[config.mk]
export PLATFORM = sky130hd
export DESIGN_NAME = gain_duck_envelope
export DESIGN_NICKNAME = d
export VERILOG_FILES = /design/src/sv/gde_pkg.sv /design/src/sv/gain_duck_envelope.sv
export SDC_FILE = /design/constraint.sdc
export NUM_CORES = 1
export LEC_CHECK = 0
export CAP_MARGIN = 20
export CORE_MARGIN = 3
export CORE_UTILIZATION = 50
export DETAILED_ROUTE_END_ITERATION = 12
export DONT_BUFFER_PORTS = 1
export GPL_TIMING_DRIVEN = 0
export PLACE_DENSITY = 0.64
export SYNTH_ARGS = -nofsm -noshare
export SYNTH_HDL_FRONTEND = slang
export SYNTH_SLANG_ARGS = --single-unit
[constraint.sdc]
create_clock -name clock -period 11.6 [get_ports clock]
set_clock_uncertainty 0.1 [all_clocks]
set_input_delay 1.16 -clock clock [delete_from_list [all_inputs] [get_ports clock]]
set_output_delay 1.16 -clock clock [all_outputs]
set_load 0.005 [all_outputs]
[src/sv/gde_pkg.sv]
// Shared constants for the gain duck envelope: widths, register indices, request kinds.
package gde_pkg;

   // Gain format and unity value (Q1.15)
   localparam int GAIN_W = 16;
   localparam logic [GAIN_W-1:0] UNITY = 16'd32768;

   // Register and tick widths
   localparam int REG_W = 16;
   localparam int TICK_W = 16;
   localparam int TIME_BITS_DEF = 16;

   // Configuration register indices
   localparam int CSR_ADDR_W = 2;
   localparam logic [CSR_ADDR_W-1:0] CSR_DUCK_LEVEL = 2'd0;
   localparam logic [CSR_ADDR_W-1:0] CSR_ATTACK_TIME = 2'd1;
   localparam logic [CSR_ADDR_W-1:0] CSR_HOLD_TIME = 2'd2;
   localparam logic [CSR_ADDR_W-1:0] CSR_RELEASE_TIME = 2'd3;

   // Request kinds carried on tuser
   localparam logic REQ_TICK = 1'b0;
   localparam logic REQ_START = 1'b1;

   // Serial divider: one quotient bit per cycle
   localparam int DIV_BITS = 16;
   localparam int DIV_CNT_W = $clog2(DIV_BITS);

   // Beat widths
   localparam int REQ_DATA_W = 16;
   localparam int RSP_DATA_W = 24;

endpackage

[src/sv/gain_duck_envelope.sv]
// Attack-hold-release ducking gain envelope with a bit-serial ramp divider.
//
//   channel  ports       payload (low bit first)
//   -------  ----------  ------------------------------------------------
//   request  req_t*      tdata: tick_ms[15:0]; tuser: req_type
//   result   rsp_t*      tdata: duck_gain[15:0], duck_active[16], zero pad
//   config   csr_*       csr_addr picks level/attack/hold/release
//
// A start beat or a tick while disarmed goes straight to the output state; a
// tick that lands in hold or ends the release first passes the classify state.
// A tick on a ramp passes classify, multiply, divide and finish: the restoring
// divider produces one quotient bit per cycle, 16 bits in all, after one multiply.
// One request is in flight at a time; a result waiting in the output
// register does not block the next request, only the final write-back.
// Synchronous reset clears the envelope state and restores register defaults.
module gain_duck_envelope
   import gde_pkg::*;
#(
   parameter int TIME_BITS = TIME_BITS_DEF
) (
   input  logic                  clock,
   input  logic                  reset,
   // request channel
   input  logic                  req_tvalid,
   output logic                  req_tready,
   input  logic [REQ_DATA_W-1:0] req_tdata,   // [15:0] tick_ms
   input  logic                  req_tuser,   // [0] req_type
   // result channel
   output logic                  rsp_tvalid,
   input  logic                  rsp_tready,
   output logic [RSP_DATA_W-1:0] rsp_tdata,   // [15:0] duck_gain, [16] duck_active
   // configuration port
   input  logic                  csr_we,
   input  logic [CSR_ADDR_W-1:0] csr_addr,
   input  logic [REG_W-1:0]      csr_wdata
);

   localparam int EW = TIME_BITS + 2;              // elapsed width
   localparam int SW = (EW > TICK_W) ? EW : TICK_W;  // tick sum width, without its carry bit
   localparam int CW = (EW > REG_W + 1) ? EW + 1 : REG_W + 2;  // compare width

   localparam logic [2:0] ST_IDLE  = 3'd0;
   localparam logic [2:0] ST_CLASS = 3'd1;
   localparam logic [2:0] ST_MUL   = 3'd2;
   localparam logic [2:0] ST_DIV   = 3'd3;
   localparam logic [2:0] ST_FIN   = 3'd4;
   localparam logic [2:0] ST_OUT   = 3'd5;

   logic [2:0]           state_ff, state_in;
   logic [REG_W-1:0]     level_ff, attack_ff, hold_ff, release_ff;
   logic [EW-1:0]        elapsed_ff, elapsed_in;
   logic                 armed_ff, armed_in;
   logic [GAIN_W-1:0]    gain_ff, gain_in;
   logic [REG_W:0]       hend_ff, hend_in;
   logic                 is_attack_ff, is_attack_in;
   logic [REG_W-1:0]     num_ff, num_in;
   logic [REG_W-1:0]     den_ff, den_in;
   logic [REG_W-1:0]     rem_ff, rem_in;
   logic [DIV_BITS-1:0]  quo_ff, quo_in;
   logic [DIV_CNT_W-1:0] cnt_ff, cnt_in;
   logic                 rsp_valid_ff, rsp_valid_in;
   logic [RSP_DATA_W-1:0] rsp_data_ff, rsp_data_in;

   logic [GAIN_W-1:0]    level_clamped;
   logic [GAIN_W-1:0]    depth;
   logic [SW:0]          sum;
   logic [CW-1:0]        e_x, a_x, hend_x, rel_x, r_x;
   logic [2*REG_W-1:0]   prod;
   logic [REG_W:0]       trial;
   logic                 out_free;

   assign level_clamped = (level_ff > UNITY) ? UNITY : level_ff;
   assign depth = UNITY - level_clamped;
   assign sum = (SW + 1)'(elapsed_ff) + (SW + 1)'(req_tdata[TICK_W-1:0]);
   assign e_x = CW'(elapsed_ff);
   assign a_x = CW'(attack_ff);
   assign hend_x = CW'(hend_ff);
   assign rel_x = e_x - hend_x;
   assign r_x = CW'(release_ff);
   assign prod = depth * num_ff;
   assign trial = {rem_ff, quo_ff[DIV_BITS-1]} - {1'b0, den_ff};
   assign out_free = !rsp_valid_ff || rsp_tready;

   assign req_tready = (state_ff == ST_IDLE);
   assign rsp_tvalid = rsp_valid_ff;
   assign rsp_tdata = rsp_data_ff;

   always_comb begin
      state_in = state_ff;
      elapsed_in = elapsed_ff;
      armed_in = armed_ff;
      gain_in = gain_ff;
      hend_in = hend_ff;
      is_attack_in = is_attack_ff;
      num_in = num_ff;
      den_in = den_ff;
      rem_in = rem_ff;
      quo_in = quo_ff;
      cnt_in = cnt_ff;
      rsp_valid_in = rsp_valid_ff;
      rsp_data_in = rsp_data_ff;

      if (rsp_valid_ff && rsp_tready) begin
         rsp_valid_in = 1'b0;
      end

      case (state_ff)
         ST_IDLE: begin
            if (req_tvalid) begin
               if (req_tuser == REQ_START) begin
                  elapsed_in = '0;
                  armed_in = (attack_ff | hold_ff | release_ff) != '0;
                  if (attack_ff == '0) begin
                     gain_in = level_clamped;
                  end
                  state_in = ST_OUT;
               end else if (armed_ff) begin
                  // saturate the elapsed time at its all-ones value
                  elapsed_in = (sum[SW:EW] != '0) ? '1 : sum[EW-1:0];
                  hend_in = {1'b0, attack_ff} + {1'b0, hold_ff};
                  state_in = ST_CLASS;
               end else begin
                  state_in = ST_OUT;
               end
            end
         end
         ST_CLASS: begin
            if (e_x <= a_x) begin
               if (attack_ff == '0) begin
                  gain_in = level_clamped;
                  state_in = ST_OUT;
               end else begin
                  is_attack_in = 1'b1;
                  num_in = e_x[REG_W-1:0];
                  den_in = attack_ff;
                  state_in = ST_MUL;
               end
            end else if (e_x <= hend_x) begin
               gain_in = level_clamped;
               state_in = ST_OUT;
            end else if (rel_x >= r_x) begin
               // release finished: disarm and return to unity
               armed_in = 1'b0;
               elapsed_in = '0;
               gain_in = UNITY;
               state_in = ST_OUT;
            end else begin
               is_attack_in = 1'b0;
               num_in = rel_x[REG_W-1:0];
               den_in = release_ff;
               state_in = ST_MUL;
            end
         end
         ST_MUL: begin
            // high half is below the divisor since the quotient fits 16 bits
            rem_in = prod[2*REG_W-1:REG_W];
            quo_in = prod[REG_W-1:0];
            cnt_in = '0;
            state_in = ST_DIV;
         end
         ST_DIV: begin
            if (!trial[REG_W]) begin
               rem_in = trial[REG_W-1:0];
            end else begin
               rem_in = {rem_ff[REG_W-2:0], quo_ff[DIV_BITS-1]};
            end
            quo_in = {quo_ff[DIV_BITS-2:0], !trial[REG_W]};
            cnt_in = cnt_ff + 1'b1;
            if (cnt_ff == DIV_CNT_W'(DIV_BITS - 1)) begin
               state_in = ST_FIN;
            end
         end
         ST_FIN: begin
            if (is_attack_ff) begin
               gain_in = UNITY - quo_ff;
            end else begin
               gain_in = level_clamped + quo_ff;
            end
            state_in = ST_OUT;
         end
         ST_OUT: begin
            // hold until the result register drains
            if (out_free) begin
               rsp_valid_in = 1'b1;
               rsp_data_in = {{(RSP_DATA_W - GAIN_W - 1){1'b0}}, armed_ff, gain_ff};
               state_in = ST_IDLE;
            end
         end
         default: begin
            state_in = ST_IDLE;
         end
      endcase
   end

   always_ff @(posedge clock) begin
      if (reset) begin
         state_ff <= ST_IDLE;
         elapsed_ff <= '0;
         armed_ff <= 1'b0;
         gain_ff <= UNITY;
         rsp_valid_ff <= 1'b0;
         level_ff <= UNITY;
         attack_ff <= '0;
         hold_ff <= '0;
         release_ff <= '0;
      end else begin
         state_ff <= state_in;
         elapsed_ff <= elapsed_in;
         armed_ff <= armed_in;
         gain_ff <= gain_in;
         rsp_valid_ff <= rsp_valid_in;
         if (csr_we) begin
            case (csr_addr)
               CSR_DUCK_LEVEL:   level_ff <= csr_wdata;
               CSR_ATTACK_TIME:  attack_ff <= csr_wdata;
               CSR_HOLD_TIME:    hold_ff <= csr_wdata;
               CSR_RELEASE_TIME: release_ff <= csr_wdata;
               default: begin
               end
            endcase
         end
      end
   end

   always_ff @(posedge clock) begin
      hend_ff <= hend_in;
      is_attack_ff <= is_attack_in;
      num_ff <= num_in;
      den_ff <= den_in;
      rem_ff <= rem_in;
      quo_ff <= quo_in;
      cnt_ff <= cnt_in;
      rsp_data_ff <= rsp_data_in;
   end

endmodule
# ---- Word level (Yosys, flattened, before mapping)
# Cells that the tools add are included.
dict set report classes {
  addsub 8
  n_mul 1
  magnitude_cmp 4
  eq_ne 21
  muxes 52
  bitwise 3
  n_reduce_logical 22
}
# cell n
set ops {}
lappend ops {{16-bit two-way mux} 17}
lappend ops {{18-bit two-way mux} 7}
lappend ops {{16-bit case mux with 2 select lines} 2}
lappend ops {{16-bit case mux with 3 select lines} 1}
lappend ops {{18-bit case mux with 2 select lines} 1}
lappend ops {{16-bit by 16-bit multiplier with 32-bit output} 1}
lappend ops {{16-bit bitwise OR} 2}
lappend ops {{16-bit subtractor (first input constant)} 2}
lappend ops {{3-bit two-way mux} 9}
lappend ops {{18-bit by 16-bit adder with 19-bit output} 1}
lappend ops {{19-bit by 16-bit >= comparator with 1-bit output} 1}
lappend ops {{18-bit by 17-bit subtractor with 19-bit output} 1}
lappend ops {{18-bit by 16-bit <= comparator with 1-bit output} 1}
lappend ops {{18-bit by 17-bit <= comparator with 1-bit output} 1}
lappend ops {{2-bit inequality test (second input constant)} 9}
lappend ops {{3-bit case mux with 6 select lines} 1}
lappend ops {{16-bit by 16-bit adder with 17-bit output} 1}
lappend ops {{17-bit by 16-bit subtractor with 17-bit output} 1}
lappend ops {{16-bit adder} 1}
lappend ops {{16-bit greater-than comparator (second input constant)} 1}
lappend ops {{16-bit logical NOT} 1}
lappend ops {{16-bit nonzero test} 1}
lappend ops {{1-bit two-way mux} 12}
lappend ops {{4-bit AND reduction} 3}
lappend ops {{other kinds (23)} 33}
dict set report word_totals {
  ff_bits 206
  input_bits 40
  word_cells 128
}

# ---- Logic depth before layout (Yosys ltp)
dict set report depth {
  depth_word 6
  ltp_mapped 35
  mapped_depth_nobuf 31
}

# ---- Least setup slack after synthesis
# Ideal clock, no wire load.
dict set report synth_timing {
  path_kind {reg-to-reg}
  startpoint {reg level_ff[15]}
  endpoint {reg rem_ff[15] (data pin)}
  setup_time_ps 260
  arrival_time_ps 8092
  slack_ps 3148
  path_stages_with_launch 32
  n_path_buf 4
  synth_period_minus_slack_ps 8452
  cell_sequence {dfxtp_1 clkbuf_1 clkbuf_1 clkbuf_1 nor2b_1 inv_1 ha_1 nor3b_1 o21ai_0 o21ai_0 o31a_1 clkbuf_1 nand2_1 fa_1 fa_1 fa_1 inv_1 fa_1 fa_1 inv_1 fa_1 inv_1 ha_1 inv_1 o22ai_1 a31oi_1 a2111o_1 a311oi_1 a311oi_1 nor2b_1 mux2i_1 nor4_1}
}
dict set report synth_via {
  elab_chain_len 5
}
# element line_no
set synth_rtl {}
lappend synth_rtl {{from (decl)} gain_duck_envelope.sv:50} ;# logic [REG_W-1:0] level_ff, attack_ff, hold_ff, release_ff;
lappend synth_rtl {{from (signal assigned)} gain_duck_envelope.sv:214} ;# CSR_DUCK_LEVEL: level_ff <= csr_wdata;
lappend synth_rtl {{16-bit greater-than comparator} gain_duck_envelope.sv:72} ;# assign level_clamped = (level_ff > UNITY) ? UNITY : level_ff;
lappend synth_rtl {{16-bit two-way mux *} gain_duck_envelope.sv:72}
lappend synth_rtl {{16-bit subtractor *} gain_duck_envelope.sv:73} ;# assign depth = UNITY - level_clamped;
lappend synth_rtl {{16-bit by 16-bit multiplier with 32-bit output *} gain_duck_envelope.sv:80} ;# assign prod = depth * num_ff;
lappend synth_rtl {{16-bit case mux with 2 select lines *} gain_duck_envelope.sv:107} ;# case (state_ff)
lappend synth_rtl {{via rem_in[15]} gain_duck_envelope.sv:58} ;# logic [REG_W-1:0] rem_ff, rem_in;
lappend synth_rtl {{to (signal assigned)} gain_duck_envelope.sv:230} ;# rem_ff <= rem_in;
lappend synth_rtl {{to (decl)} gain_duck_envelope.sv:58}
# Mark *: on every way through the listed nets, which the timed path passes. The rest lies on a longest branch.
# A chain may end at the register's enable or synchronous reset.

# ---- Final worst setup path
# Same ends and word-level chain as after synthesis.

==> flow_summary.json <==
{
  "insertion_delay_ns": 0.53,
  "worstPathArrival_ns": 11.03,
  "cpMostUsedCell": "fa_1",
  "cts_sinks": 206,
  "power.density_mw_per_mm2": 142,
  "core_mm2": 0.0436,
  "leakagePower_uw": 0.0107,
  "nFillCells": 4191,
  "total_power_uw": 3390,
  "track_usage": 0.276,
  "ys_warn_count": 0,
  "syn-cell-area_mm2": 0.0223,
  "critPathLaunchType": "register",
  "endpoint_kind": "register",
  "gp_congestion": 0.948,
  "start_util": 0.511,
  "synth_edf_count": 103,
  "worstHoldPathType": "register to register",
  "critical_path_class": "register to register",
  "min_period_over_period": 0.936,
  "placed_area_mm2": 0.0231,
  "tns_ns": 0,
  "htreeDepth": 1,
  "ant_nets": 0,
  "slew_headroom": 0.264,
  "final_util": 0.547,
  "design_area_mm2": 0.0238,
  "maxSlewViolCount": 0,
  "wire_per_inst_um": 20.2,
  "die-area_mm2": 0.0471,
  "status": "finished, final reports clean",
  "synthFlopType": "edfxtp_1",
  "chipWidth_um": 217,
  "synth.avg_cell_area_um2": 8.73,
  "ir_drop_v": 0.000112,
  "tightest_slew_ns": 1.10,
  "cts_buffers": 23,
  "clockBufferDepth": 3,
  "worstPathMaxFanout": 10,
  "nNetsFinal": 3063,
  "ys_seq_area_frac": 0.231,
  "cts_tree": "built",
  "finalSetupViolations": 0,
  "grt_max_degree": 34,
  "grt_overflow": 0,
  "drc": 0,
  "fmax_mhz": 92.1,
  "grt_pass1_wl_um": 103000,
  "worstPathRequired_ns": 11.76,
  "numPortBuffers": 0,
  "drv_cap": 0,
  "wl_um": 64400,
  "grt_pass1_vias": 18544,
  "synth_async_sr_flop_share": 0,
  "die_h_um": 217,
  "ios": 66,
  "critPathSlowestCell": "xnor2_1",
  "drive_gt1_frac": 0.0376,
  "area_delta_synth_final_pct": 6.98,
  "drt_iter0_markers": 1265,
  "fp-row-count": 76,
  "synth_seq_cells": 206,
  "max_stage_delay_ns": 0.86,
  "whs_ns": 0.367,
  "vias_per_cell": 5.72,
  "finalHoldViolCount": 0,
  "dp_hpwl_um": 52700,
  "syn_inst": 2552,
  "yosysUniqueCellTypes": 80,
  "cts-root-buf": "clkbuf_16",
  "first_pass_iters": 6,
  "via_count": 18252,
  "cts.clk_slew.worst_paths_ns": 0.06,
  "antenna_found_initial": 0,
  "diodes": 0,
  "post-route-min-period_ns": 10.86,
  "grt_setup_unrepaired": "no"
}
routing by layer:
metal  track usage  share of wire  vias up
li1              -              -     8643
met4        0.0881          0.034        0
met2         0.494           0.50      562
met5             0              0        -
met1         0.352           0.41     8929
met3        0.0283          0.058      118
metrics by stage:
| stage | setup WS, ns | std cells |
|---|---|---|
| 6_report | 0.739 | 3190 |
| 5_1_grt | 0.119 | 3190 |
| 4_1_cts | 0.692 | 3189 |
| 3_5_place_dp | 0.753 | 3148 |
| 3_3_place_gp | 0.620 | 3143 |
| 2_1_floorplan | 3.15 | 2558 |
worst paths after layout:
check	start	to	slack (ns)	cells past startpoint
min reg2reg	gain_ff[11]	rsp_tdata[11]	0.37	0
max reg2reg	level_ff[15]	rem_ff[15]	0.74	32
min	gain_ff[11]	rsp_tdata[11]	0.37	0
max	level_ff[15]	rem_ff[15]	0.74	32
kinds of logic after synthesis:
kind of cell | Yosys count | synth area share
xor gates and xnor gates | 113 | 0.0448
and+or+nand+nor | 826 | 0.176
DFF | 206 | 0.231
muxes | 45 | 0.0212
buffers and inverters | 443 | 0.0769
other | 1 | 0.000168
adders and majority gates | 434 | 0.311
AOI/OAI and AO/OA | 484 | 0.138
cell usage after synthesis (15+ instances only):
cell | number | area share
ha_1 | 235 | 0.13
nor3_1 | 41 | 0.0092
a211oi_1 | 20 | 0.0067
mux2_2 | 17 | 0.0086
clkbuf_1 | 81 | 0.014
xor2_1 | 38 | 0.015
o21ai_0 | 110 | 0.025
edfxtp_1 | 103 | 0.14
and3_1 | 15 | 0.0042
nor2b_1 | 23 | 0.0065
and2_1 | 128 | 0.036
or3_1 | 18 | 0.0051
a21oi_1 | 159 | 0.036
nand2_1 | 379 | 0.064
nor2_1 | 102 | 0.017
nand3_1 | 47 | 0.011
a21o_1 | 38 | 0.013
dfxtp_1 | 103 | 0.093
o21a_1 | 20 | 0.0067
xnor2_1 | 74 | 0.029
nand4_1 | 18 | 0.0051
inv_1 | 344 | 0.058
fa_1 | 199 | 0.18
mux2i_1 | 28 | 0.013
placed cells by master (no fill, tap or decap), drive strengths merged, types with 28 or more instances in the layout:
cell      n
o21ai   112
dfxtp   103
xnor2    75
inv     344
a21oi   160
nand3    47
a21o     38
clkbuf  112
edfxtp  103
xor2     38
nor3     41
nand2   379
and2    128
ha      235
mux2i    28
fa      199
nor2    102
report_power, final:
group | internal (µW) | leakage [µW] | total [µW] | switching [µW]
combinational | 593 | 0.00855 | 1620 | 1030
sequential | 916 | 0.00178 | 1040 | 128
clock | 417 | 0.000353 | 726 | 309
total | 1930 | 0.0107 | 3390 | 1470
registers in the layout (all words and copies together), names as in the netlist:
register	flops
elapsed_ff	18
hend_ff	17
rsp_tdata	17
attack_ff	16
den_ff	16
gain_ff	16
hold_ff	16
level_ff	16
num_ff	16
quo_ff	16
release_ff	16
rem_ff	16
cnt_ff	4
state_ff	3
armed_ff	1
is_attack_ff	1
rsp_tvalid	1
area by class of cell:
type,instances,area (µm²),area share
Tap cell,585,732,0.0307
Timing Repair Buffer,6,50.0,0.00210
Inverter,344,1290,0.0542
Clock buffer,29,608,0.0255
Multi-Input combinational cell,1909,15400,0.648
Buffer,99,422,0.0177
Clock inverter,12,121,0.00509
Sequential cell,206,5150,0.216
what timing repair did:
action | 4_1_cts | 5_1_grt
setup buffers | 0 | 0
hold buffers | 0 | 0
gates resized for setup | 0 | 2
endpoints found under the setup margin | 0 | 2
critical path: cells and delay by family (launching register included):
kind                     cells  cell delay [ns]
AO/OA/AOI/OAI                5             1.64
XOR/XNOR                     1             0.86
adder cells (fa/ha/maj)      8             3.75
buffers and inverters       10             2.66
flip-flops                   1             0.30
multiplexers                 1             0.24
AND/OR/NAND/NOR              7             1.04
(Power assumes the default switching activity.)
